### config.mk
export PLATFORM = sky130hd
export DESIGN_NAME = adaptive_roulette_selector
export DESIGN_NICKNAME = d
export VERILOG_FILES = /design/src/rtl/arsel_pkg.sv /design/src/rtl/adaptive_roulette_selector.sv /design/src/rtl/arsel_regs.sv /design/src/rtl/arsel_wmem.sv /design/src/rtl/arsel_engine.sv
export SDC_FILE = /design/constraint.sdc
export NUM_CORES = 2
export LEC_CHECK = 0
export BUFFER_PORTS_ARGS = -buffer_cell sky130_fd_sc_hd__clkbuf_2
export CAP_MARGIN = 25
export CORE_UTILIZATION = 50
export DETAILED_ROUTE_END_ITERATION = 10
export PLACE_DENSITY = 0.69
export SETUP_SLACK_MARGIN = 0.15
export SKIP_CTS_REPAIR_TIMING = 1
export SYNTH_ARGS = -nofsm -noshare
export SYNTH_HDL_FRONTEND = slang
export SYNTH_SLANG_ARGS = --single-unit
export TNS_END_PERCENT = 5
### constraint.sdc
create_clock -name clk -period 8 [get_ports clk]
set_input_delay 1.6 -clock clk [delete_from_list [all_inputs] [get_ports clk]]
set_output_delay 1.6 -clock clk [all_outputs]
set_load 0.02 [all_outputs]
### src/rtl/arsel_pkg.sv
`default_nettype none
package arsel_pkg;

  // Fixed field widths
  localparam int WEIGHT_W = 16;
  localparam int MASK_W   = 16;
  localparam int INDEX_W  = 4;
  localparam int MIU_W    = 5;

  // Sum of up to sixteen Q8.8 weights, and the target fraction * sum
  localparam int SUM_W    = WEIGHT_W + 4;
  localparam int TGT_W    = SUM_W + 16;

  localparam logic [WEIGHT_W-1:0] WEIGHT_ONE = 16'd256;

  // Operation carried by an input beat
  typedef enum logic {
    OP_SELECT = 1'b0,
    OP_UPDATE = 1'b1
  } op_t;

  // Register index within the APB window (word address)
  typedef enum logic [2:0] {
    REG_DECAY       = 3'd0,
    REG_SCORE_ACC   = 3'd1,
    REG_SCORE_IMP   = 3'd2,
    REG_SCORE_GBEST = 3'd3,
    REG_METHODS     = 3'd4
  } reg_idx_t;

  typedef struct packed {
    logic [15:0]      decay_factor;
    logic [15:0]      score_accepted;
    logic [15:0]      score_improved;
    logic [15:0]      score_global_best;
    logic [MIU_W-1:0] methods_in_use;
  } cfg_t;

  typedef enum logic [3:0] {
    ST_IDLE,
    ST_SUM_RD,
    ST_SUM_ACC,
    ST_MUL,
    ST_CMP_RD,
    ST_CMP_CHK,
    ST_UPD_RD,
    ST_UPD_M1,
    ST_UPD_M2,
    ST_FIN
  } state_t;

endpackage
`default_nettype wire

### src/rtl/adaptive_roulette_selector.sv
`default_nettype none
// Roulette-wheel method selector with adaptive Q8.8 weights held in a small
// single-port-read, single-port-write memory (all weights read as 1.0 after
// reset). One item is worked at a time. A select beat makes one pass over the
// memory to sum the allowed weights (each entry is read and then added, as the
// memory read is registered, and a closing step ends the pass), then forms the
// target, then, if any method is allowed, makes a second pass that stops at the
// first allowed entry whose running sum reaches it, and then loads the output
// register. An update beat is read, put through two multiply steps, of which
// the second writes the new weight back, and then loaded; an update of an
// inactive method goes straight to the load. The load waits while the output
// register still holds an untaken result. The result sits in that register, so
// the next beat is taken while it waits. Configuration is written over the APB
// port at byte addresses 0 to 16; the user must write it only while idle, and
// the block itself does not enforce this.
module adaptive_roulette_selector #(
  parameter int MAX_METHODS = 16
) (
  input  wire logic        clk,
  input  wire logic        rst,
  // configuration
  input  wire logic        psel,
  input  wire logic        penable,
  input  wire logic        pwrite,
  input  wire logic [4:0]  paddr,
  input  wire logic [31:0] pwdata,
  output logic      [31:0] prdata,
  output logic             pready,
  // input channel
  input  wire logic        in_valid,
  output logic             in_ready,
  input  wire logic        opcode,
  input  wire logic [15:0] random_fraction,
  input  wire logic [15:0] allowed_mask,
  input  wire logic [3:0]  method_index,
  input  wire logic        was_accepted,
  input  wire logic        was_improved,
  input  wire logic        was_global_best,
  // output channel
  output logic             out_valid,
  input  wire logic        out_ready,
  output logic      [3:0]  chosen_index,
  output logic             none_allowed,
  output logic      [15:0] new_weight
);

  localparam int AW = $clog2(MAX_METHODS);

  arsel_pkg::cfg_t cfg;

  logic                           mem_rd_en;
  logic [AW-1:0]                  mem_rd_addr;
  logic [arsel_pkg::WEIGHT_W-1:0] mem_rd_data;
  logic                           mem_wr_en;
  logic [AW-1:0]                  mem_wr_addr;
  logic [arsel_pkg::WEIGHT_W-1:0] mem_wr_data;

  arsel_regs u_regs (
    .clk     (clk),
    .rst     (rst),
    .psel    (psel),
    .penable (penable),
    .pwrite  (pwrite),
    .paddr   (paddr),
    .pwdata  (pwdata),
    .prdata  (prdata),
    .pready  (pready),
    .cfg     (cfg)
  );

  arsel_wmem #(
    .DEPTH (MAX_METHODS),
    .AW    (AW)
  ) u_wmem (
    .clk     (clk),
    .rst     (rst),
    .rd_en   (mem_rd_en),
    .rd_addr (mem_rd_addr),
    .rd_data (mem_rd_data),
    .wr_en   (mem_wr_en),
    .wr_addr (mem_wr_addr),
    .wr_data (mem_wr_data)
  );

  arsel_engine #(
    .MAX_METHODS (MAX_METHODS),
    .AW          (AW)
  ) u_engine (
    .clk             (clk),
    .rst             (rst),
    .cfg             (cfg),
    .in_valid        (in_valid),
    .in_ready        (in_ready),
    .opcode          (opcode),
    .random_fraction (random_fraction),
    .allowed_mask    (allowed_mask),
    .method_index    (method_index),
    .was_accepted    (was_accepted),
    .was_improved    (was_improved),
    .was_global_best (was_global_best),
    .out_valid       (out_valid),
    .out_ready       (out_ready),
    .chosen_index    (chosen_index),
    .none_allowed    (none_allowed),
    .new_weight      (new_weight),
    .mem_rd_en       (mem_rd_en),
    .mem_rd_addr     (mem_rd_addr),
    .mem_rd_data     (mem_rd_data),
    .mem_wr_en       (mem_wr_en),
    .mem_wr_addr     (mem_wr_addr),
    .mem_wr_data     (mem_wr_data)
  );

endmodule
`default_nettype wire

### src/rtl/arsel_regs.sv
`default_nettype none
module arsel_regs (
  input  wire logic              clk,
  input  wire logic              rst,
  input  wire logic              psel,
  input  wire logic              penable,
  input  wire logic              pwrite,
  input  wire logic [4:0]        paddr,
  input  wire logic [31:0]       pwdata,
  output logic      [31:0]       prdata,
  output logic                   pready,
  output arsel_pkg::cfg_t        cfg
);

  logic wr_stb;
  logic [2:0] reg_sel;

  assign pready  = 1'b1;
  assign wr_stb  = psel & penable & pwrite;
  assign reg_sel = paddr[4:2];

  // Write the addressed register; drop writes beyond the list
  always_ff @(posedge clk) begin
    if (rst) begin
      cfg.decay_factor      <= 16'd58982;
      cfg.score_accepted    <= 16'd256;
      cfg.score_improved    <= 16'd256;
      cfg.score_global_best <= 16'd256;
      cfg.methods_in_use    <= 5'd16;
    end else if (wr_stb) begin
      case (reg_sel)
        arsel_pkg::REG_DECAY:       cfg.decay_factor      <= pwdata[15:0];
        arsel_pkg::REG_SCORE_ACC:   cfg.score_accepted    <= pwdata[15:0];
        arsel_pkg::REG_SCORE_IMP:   cfg.score_improved    <= pwdata[15:0];
        arsel_pkg::REG_SCORE_GBEST: cfg.score_global_best <= pwdata[15:0];
        arsel_pkg::REG_METHODS:     cfg.methods_in_use    <= pwdata[arsel_pkg::MIU_W-1:0];
        default: ;
      endcase
    end
  end

  // Read back the addressed register
  always_comb begin
    case (reg_sel)
      arsel_pkg::REG_DECAY:       prdata = {16'd0, cfg.decay_factor};
      arsel_pkg::REG_SCORE_ACC:   prdata = {16'd0, cfg.score_accepted};
      arsel_pkg::REG_SCORE_IMP:   prdata = {16'd0, cfg.score_improved};
      arsel_pkg::REG_SCORE_GBEST: prdata = {16'd0, cfg.score_global_best};
      arsel_pkg::REG_METHODS:     prdata = {27'd0, cfg.methods_in_use};
      default:                    prdata = 32'd0;
    endcase
  end

endmodule
`default_nettype wire

### src/rtl/arsel_wmem.sv
`default_nettype none
module arsel_wmem #(
  parameter int DEPTH = 16,
  parameter int AW    = 4
) (
  input  wire logic                           clk,
  input  wire logic                           rst,
  input  wire logic                           rd_en,
  input  wire logic [AW-1:0]                  rd_addr,
  output logic      [arsel_pkg::WEIGHT_W-1:0] rd_data,
  input  wire logic                           wr_en,
  input  wire logic [AW-1:0]                  wr_addr,
  input  wire logic [arsel_pkg::WEIGHT_W-1:0] wr_data
);

  logic [arsel_pkg::WEIGHT_W-1:0] mem [DEPTH];
  logic [DEPTH-1:0]               vld;
  logic [arsel_pkg::WEIGHT_W-1:0] data_q;
  logic                           vld_q;

  // Write port and registered read port
  always_ff @(posedge clk) begin
    if (wr_en) begin
      mem[wr_addr] <= wr_data;
    end
    if (rd_en) begin
      data_q <= mem[rd_addr];
    end
  end

  // Track written entries; an unwritten entry reads as 1.0
  always_ff @(posedge clk) begin
    if (rst) begin
      vld   <= '0;
      vld_q <= 1'b0;
    end else begin
      if (wr_en) begin
        vld[wr_addr] <= 1'b1;
      end
      if (rd_en) begin
        vld_q <= vld[rd_addr];
      end
    end
  end

  assign rd_data = vld_q ? data_q : arsel_pkg::WEIGHT_ONE;

endmodule
`default_nettype wire

### src/rtl/arsel_engine.sv
`default_nettype none
module arsel_engine #(
  parameter int MAX_METHODS = 16,
  parameter int AW          = 4
) (
  input  wire logic                           clk,
  input  wire logic                           rst,
  input  wire arsel_pkg::cfg_t                cfg,
  // input channel
  input  wire logic                           in_valid,
  output logic                                in_ready,
  input  wire logic                           opcode,
  input  wire logic [15:0]                    random_fraction,
  input  wire logic [arsel_pkg::MASK_W-1:0]   allowed_mask,
  input  wire logic [arsel_pkg::INDEX_W-1:0]  method_index,
  input  wire logic                           was_accepted,
  input  wire logic                           was_improved,
  input  wire logic                           was_global_best,
  // output channel
  output logic                                out_valid,
  input  wire logic                           out_ready,
  output logic      [arsel_pkg::INDEX_W-1:0]  chosen_index,
  output logic                                none_allowed,
  output logic      [arsel_pkg::WEIGHT_W-1:0] new_weight,
  // weight memory
  output logic                                mem_rd_en,
  output logic      [AW-1:0]                  mem_rd_addr,
  input  wire logic [arsel_pkg::WEIGHT_W-1:0] mem_rd_data,
  output logic                                mem_wr_en,
  output logic      [AW-1:0]                  mem_wr_addr,
  output logic      [arsel_pkg::WEIGHT_W-1:0] mem_wr_data
);

  localparam int ACT_MAX = (MAX_METHODS < arsel_pkg::MASK_W) ? MAX_METHODS
                                                             : arsel_pkg::MASK_W;
  localparam int CW      = $clog2(ACT_MAX + 1);

  arsel_pkg::state_t state, state_next;

  logic [CW-1:0]                  act_n;
  logic [CW-1:0]                  cnt;
  logic                           item_op;
  logic [15:0]                    frac_q;
  logic [arsel_pkg::MASK_W-1:0]   mask_q;
  logic [arsel_pkg::INDEX_W-1:0]  idx_q;
  logic [arsel_pkg::WEIGHT_W-1:0] score_q;
  logic [arsel_pkg::SUM_W-1:0]    sum_q;
  logic [arsel_pkg::SUM_W-1:0]    run_q;
  logic [arsel_pkg::SUM_W-1:0]    run_new;
  logic [arsel_pkg::TGT_W-1:0]    target_q;
  logic                           any_q;
  logic [arsel_pkg::INDEX_W-1:0]  last_q;
  logic [31:0]                    prod_q;
  logic [16:0]                    omd;
  logic [32:0]                    blend;
  logic                           cnt_done;
  logic                           cur_allowed;
  logic                           upd_active;
  logic                           hit;
  logic [arsel_pkg::WEIGHT_W-1:0] score_in;
  logic [arsel_pkg::INDEX_W-1:0]  res_chosen;
  logic                           res_none;
  logic [arsel_pkg::WEIGHT_W-1:0] res_weight;
  logic                           in_beat;
  logic                           out_load;

  // Active methods: methods_in_use saturated to the table and mask widths
  assign act_n = (cfg.methods_in_use > arsel_pkg::MIU_W'(ACT_MAX)) ? CW'(ACT_MAX)
                                                                    : CW'(cfg.methods_in_use);

  assign in_beat     = in_valid & in_ready;
  assign cnt_done    = (cnt == act_n);
  assign cur_allowed = mask_q[arsel_pkg::INDEX_W'(cnt)];
  assign upd_active  = ({1'b0, method_index} < arsel_pkg::MIU_W'(act_n));
  assign run_new     = run_q + arsel_pkg::SUM_W'(mem_rd_data);
  assign hit         = (target_q <= {run_new, 16'd0});
  assign omd         = {1'b1, 16'd0} - {1'b0, cfg.decay_factor};
  assign blend       = {1'b0, prod_q} + (33'(score_q) * 33'(omd));

  // Score: 1.0 raised to the largest configured score of the raised flags
  always_comb begin
    score_in = arsel_pkg::WEIGHT_ONE;
    if (was_accepted && cfg.score_accepted > score_in) begin
      score_in = cfg.score_accepted;
    end
    if (was_improved && cfg.score_improved > score_in) begin
      score_in = cfg.score_improved;
    end
    if (was_global_best && cfg.score_global_best > score_in) begin
      score_in = cfg.score_global_best;
    end
  end

  // Next state
  always_comb begin
    state_next = state;
    case (state)
      arsel_pkg::ST_IDLE: begin
        if (in_valid) begin
          if (opcode == arsel_pkg::OP_SELECT) state_next = arsel_pkg::ST_SUM_RD;
          else if (upd_active)                state_next = arsel_pkg::ST_UPD_RD;
          else                                state_next = arsel_pkg::ST_FIN;
        end
      end
      arsel_pkg::ST_SUM_RD:  state_next = cnt_done ? arsel_pkg::ST_MUL : arsel_pkg::ST_SUM_ACC;
      arsel_pkg::ST_SUM_ACC: state_next = arsel_pkg::ST_SUM_RD;
      arsel_pkg::ST_MUL:     state_next = any_q ? arsel_pkg::ST_CMP_RD : arsel_pkg::ST_FIN;
      arsel_pkg::ST_CMP_RD:  state_next = cnt_done ? arsel_pkg::ST_FIN : arsel_pkg::ST_CMP_CHK;
      arsel_pkg::ST_CMP_CHK: begin
        state_next = (cur_allowed && hit) ? arsel_pkg::ST_FIN : arsel_pkg::ST_CMP_RD;
      end
      arsel_pkg::ST_UPD_RD:  state_next = arsel_pkg::ST_UPD_M1;
      arsel_pkg::ST_UPD_M1:  state_next = arsel_pkg::ST_UPD_M2;
      arsel_pkg::ST_UPD_M2:  state_next = arsel_pkg::ST_FIN;
      arsel_pkg::ST_FIN:     state_next = (!out_valid || out_ready) ? arsel_pkg::ST_IDLE
                                                                    : arsel_pkg::ST_FIN;
      default:               state_next = arsel_pkg::ST_IDLE;
    endcase
  end

  // Outputs of the state machine
  always_comb begin
    in_ready    = 1'b0;
    out_load    = 1'b0;
    mem_rd_en   = 1'b0;
    mem_rd_addr = AW'(cnt);
    mem_wr_en   = 1'b0;
    mem_wr_addr = AW'(idx_q);
    mem_wr_data = blend[31:16];
    case (state)
      arsel_pkg::ST_IDLE:   in_ready  = 1'b1;
      arsel_pkg::ST_SUM_RD: mem_rd_en = !cnt_done;
      arsel_pkg::ST_CMP_RD: mem_rd_en = !cnt_done;
      arsel_pkg::ST_UPD_RD: begin
        mem_rd_en   = 1'b1;
        mem_rd_addr = AW'(idx_q);
      end
      arsel_pkg::ST_UPD_M2: mem_wr_en = 1'b1;
      arsel_pkg::ST_FIN:    out_load  = !out_valid || out_ready;
      default: ;
    endcase
  end

  always_ff @(posedge clk) begin
    if (rst) begin
      state <= arsel_pkg::ST_IDLE;
    end else begin
      state <= state_next;
    end
  end

  // Datapath: latch the item, sum pass, target, compare pass, blend
  always_ff @(posedge clk) begin
    case (state)
      arsel_pkg::ST_IDLE: begin
        if (in_beat) begin
          item_op    <= opcode;
          frac_q     <= random_fraction;
          mask_q     <= allowed_mask;
          idx_q      <= method_index;
          score_q    <= score_in;
          cnt        <= '0;
          sum_q      <= '0;
          run_q      <= '0;
          any_q      <= 1'b0;
          last_q     <= '0;
          res_chosen <= '0;
          res_none   <= 1'b0;
          res_weight <= '0;
        end
      end
      arsel_pkg::ST_SUM_ACC: begin
        if (cur_allowed) begin
          sum_q  <= sum_q + arsel_pkg::SUM_W'(mem_rd_data);
          any_q  <= 1'b1;
          last_q <= arsel_pkg::INDEX_W'(cnt);
        end
        cnt <= cnt + 1'b1;
      end
      arsel_pkg::ST_MUL: begin
        target_q <= frac_q * sum_q;
        cnt      <= '0;
        res_none <= !any_q;
      end
      arsel_pkg::ST_CMP_RD: begin
        // fall back to the last allowed method when no entry reaches the target
        if (cnt_done) begin
          res_chosen <= last_q;
        end
      end
      arsel_pkg::ST_CMP_CHK: begin
        if (cur_allowed) begin
          run_q <= run_new;
          if (hit) begin
            res_chosen <= arsel_pkg::INDEX_W'(cnt);
          end
        end
        cnt <= cnt + 1'b1;
      end
      arsel_pkg::ST_UPD_M1: begin
        prod_q <= mem_rd_data * cfg.decay_factor;
      end
      arsel_pkg::ST_UPD_M2: begin
        res_weight <= blend[31:16];
      end
      default: ;
    endcase
  end

  // Output register: hold the result until the beat is taken
  always_ff @(posedge clk) begin
    if (rst) begin
      out_valid <= 1'b0;
    end else if (out_load) begin
      out_valid <= 1'b1;
    end else if (out_ready) begin
      out_valid <= 1'b0;
    end
  end

  always_ff @(posedge clk) begin
    if (out_load) begin
      chosen_index <= (item_op == arsel_pkg::OP_UPDATE) ? '0 : res_chosen;
      none_allowed <= (item_op == arsel_pkg::OP_UPDATE) ? 1'b0 : res_none;
      new_weight   <= (item_op == arsel_pkg::OP_UPDATE) ? res_weight : '0;
    end
  end

endmodule
`default_nettype wire

==> metrics.md <==
| Metric | Value |
|---|---|
| Status | `finished with violations` |
| Violated checks | `DRC` |
| IO Pins | `between 100 and 150` |
| Setup TNS | `0 ns` |
| Reg2Reg Depth | `25` |
| First-pass GRT wire length | `215000 um` |
| Final Max Slew Viols | `0` |
| # DRC | `9` |
| Simple-Gate Fraction of Synth Area | `0.146` |
| Clock Tree Buf Depth | `3` |
| Starting Density | `0.506` |
| Number of flops mapped to enable cells by yosys | `around 490` |
| Via Count | `37300` |
| Fin crit share | `0.952` |
| Drt first pass iters | `9` |
| Detailed Route Iter0 Violations | `2928` |
| WP data arrival | `approximately 8.2 ns` |
| CP Capture Point | `u_engine.res_weight[15]` |
| Die H | `about 330 um` |
| Count of cell types in the netlist | `75` |
| # rows | `roughly 120` |
| Compound-Gate Fraction of Synth Area | `0.0589` |
| Worst R2R Start | `u_regs.cfg[60]` |
| Critical Path Source | `u_regs.cfg[60]` |
| Synth top area cells | `edfxtp_1, fa_1, ha_1` |
| Fraction of the yosys area taken by sequential cells | `0.306` |
| XOR/XNOR Fraction of Synth Area | `0.0201` |
| Core box area | `~0.11 mm2` |
| Synth Area per Inst | `~10 um2` |
| Cell count after synthesis | `between 5000 and 6000` |
| Max Freq | `0.131 GHz` |
| Crit path time final | `approximately 7.6 ns` |
| Share of cells above drive strength 1 | `0.0987` |
| Reg2Reg Setup Slack | `0.39 ns` |
| Grt met1 use | `0.343` |
| Top-count cell post-synth | `inv_1` |
| Commonest cells in the synthesized netlist | `inv_1, nand2_1, fa_1` |
| Crit path max fanout | `13` |
| Largest net degree at the start of global routing | `90` |
| Async S/R FF share, synth | `0` |
| Data required, critical path | `roughly 8.6 ns` |
| Hold_ws | `between 0.4 and 0.5 ns` |
| Main combinational cell family by area after synthesis | `adder cells` |
| Post-synthesis mux area share | `0.0392` |
| Worst Setup End Kind | `flop` |
| H-tree lvl count | `2` |
| Post-synthesis adder-cell area fraction | `0.348` |
| Gr busiest metal | `met2` |
| Clock Latency Late Sink | `0.69 ns` |
| Final Hold Fails | `0` |
| Grt total ovfl | `0` |
| Ant. Diodes | `0` |
| Grt met3 use | `0.0487` |
| Dpl ws | `-0.311 ns` |
| Worst setup SP type | `flop` |
| CTS tree | `built` |
| IO buf count | `between 100 and 150` |
| RSZ-0062 raised after global routing | `yes` |
| Max-cap violations | `0` |
| Post-route antenna net violation count | `0` |
| Die ar. | `roughly 0.11 mm2` |
| Sinks on Clock Net | `between 500 and 600` |
| Drt wl/cell | `20.4 um` |
| Main flop type after synthesis | `edfxtp_1` |
| Area grow syn2layout | `9.51%` |
| Vias in the first global route | `38600` |
| Detailed Route WL | `about 140000 um` |
| CP Class | `reg2reg` |
| Synth Register Bits | `roughly 580` |
| Clock slew at reported path FFs | `around 0.060 ns` |
| Dpl hpwl | `101000 um` |
| Drt via density | `5.60` |
| GR Layer Usage met2 | `0.430` |
| Worst Clk Skew | `0.0883 ns` |
| Share of the synthesized area in the top cell type | `0.272` |
| CTS Root Buffer Type | `clkbuf_16` |
| Relative slew slack | `0.228` |
| Cell taking the most area after synthesis | `edfxtp_1` |
| Initial antenna violation count | `5` |
| Slew @ Worst Pin | `1.16 ns` |
| Synth warn | `0` |
| Placer Congestion | `0.926` |
| Final setup fails | `0` |
| Mapped Area | `roughly 0.053 mm2` |
| Fin nets | `~6400` |
| Gr usage total | `0.258` |
| Final setup margin | `between 0.3 and 0.4 ns` |
| R2r endpoint | `u_engine.res_weight[15]` |
| Die width | `about 330 um` |
| CTS Buf Count | `60` |
| Hold crit path type | `reg2reg` |
[per-layer routing]
metal	vias up	part of all wire	routed length [um]
met3	242	0.078	10600
li1	16700	-	-
met5	-	0.00030	41
met1	19100	0.42	56700
met4	6	0.027	3720
met2	1317	0.48	64800
[layout by cell type, fill, tap and decap left out, types with 61 or more instances in the layout]
| master | Yosys | routed |
|---|---|---|
| a21o_1 | 71 | 71 |
| a21oi_1 | 160 | 159 |
| and2_1 | 345 | 345 |
| and3_1 | 95 | 95 |
| buf_4 | 20 | 148 |
| clkbuf_16 | 0 | 61 |
| clkbuf_2 | 0 | 103 |
| dfxtp_1 | 91 | 90 |
| edfxtp_1 | 485 | 485 |
| fa_1 | 682 | 682 |
| ha_1 | 396 | 396 |
| inv_1 | 884 | 883 |
| mux4_2 | 83 | 83 |
| nand2_1 | 763 | 763 |
| nor2_1 | 177 | 171 |
| o21ai_0 | 66 | 61 |
| xnor2_1 | 79 | 70 |
[final cells by class]
type,instances,area [um2]
Fill cell,9109,47100
Tap cell,1391,1740
Sequential cell,576,16400
Multi-Input combinational cell,3443,33100
Clock buffer,72,1600
Timing Repair Buffer,260,1780
Clock inverter,41,601
Inverter,884,3320
[metrics by stage]
step,cells,cell area [um2],util
floorplan,5155,53600,-
global placement,6542,56000,0.530
detailed placement,6545,56100,0.530
CTS,6658,58300,0.551
global route,6667,58600,0.554
finish,6667,58600,0.554
[sequential cells by signal, summed over array words and instances, names as in the netlist, 16 cells and up]
signal,flops
u_engine.sum_q,20
u_wmem.mem,256
u_wmem.data_q,16
u_engine.target_q,36
u_engine.frac_q,16
u_engine.mask_q,16
u_engine.prod_q,32
u_engine.new_weight,16
u_engine.score_q,16
u_regs.cfg,69
u_engine.run_q,20
u_engine.res_weight,16
u_wmem.vld,16
[cell families after synthesis]
| kind of cell | after synthesis |
|---|---|
| buffers and inverters | 1136 |
| adders and majority gates | 1078 |
| other | 2 |
| xor gates and xnor gates | 123 |
| AOI/OAI and AO/OA | 495 |
| muxes | 105 |
| DFF | 576 |
| and+or+nand+nor | 1625 |
[worst max-delay path, cell delays in order (launching register included)]
cell,delay (ns)
dfxtp_1,0.31
or4_1,0.64
nor2_1,0.28
xnor2_1,0.23
buf_4,0.28
nand2_1,0.09
fa_1,0.50
fa_1,0.52
fa_1,0.52
inv_1,0.06
fa_1,0.48
fa_1,0.49
inv_1,0.05
fa_1,0.47
inv_1,0.04
ha_1,0.30
a21oi_1,0.14
o21ai_0,0.12
a22o_1,0.28
o31a_1,0.42
o211ai_1,0.34
nand3_2,0.18
a41oi_2,0.23
xor2_1,0.21
buf_6,0.20
and2_1,0.14
[how the worst min path moves through the flow]
stage / start / to / slack, ns / cells past startpoint
2_1_floorplan: u_wmem.vld[14] / u_wmem.vld[14] / 0.43 / 2
3_3_place_gp: u_wmem.vld[3] / u_wmem.vld[3] / 0.45 / 2
3_5_place_dp: u_wmem.vld[8] / u_wmem.vld[8] / 0.46 / 2
4_1_cts: u_wmem.vld[1] / u_wmem.vld[1] / 0.48 / 2
5_1_grt: u_wmem.vld[0] / u_wmem.vld[0] / 0.49 / 2
6_report: u_wmem.vld[6] / u_wmem.vld[6] / 0.48 / 2
Power is not shown: default switching activity piles up to over one toggle a cycle in this logic, so the estimate is an artifact.
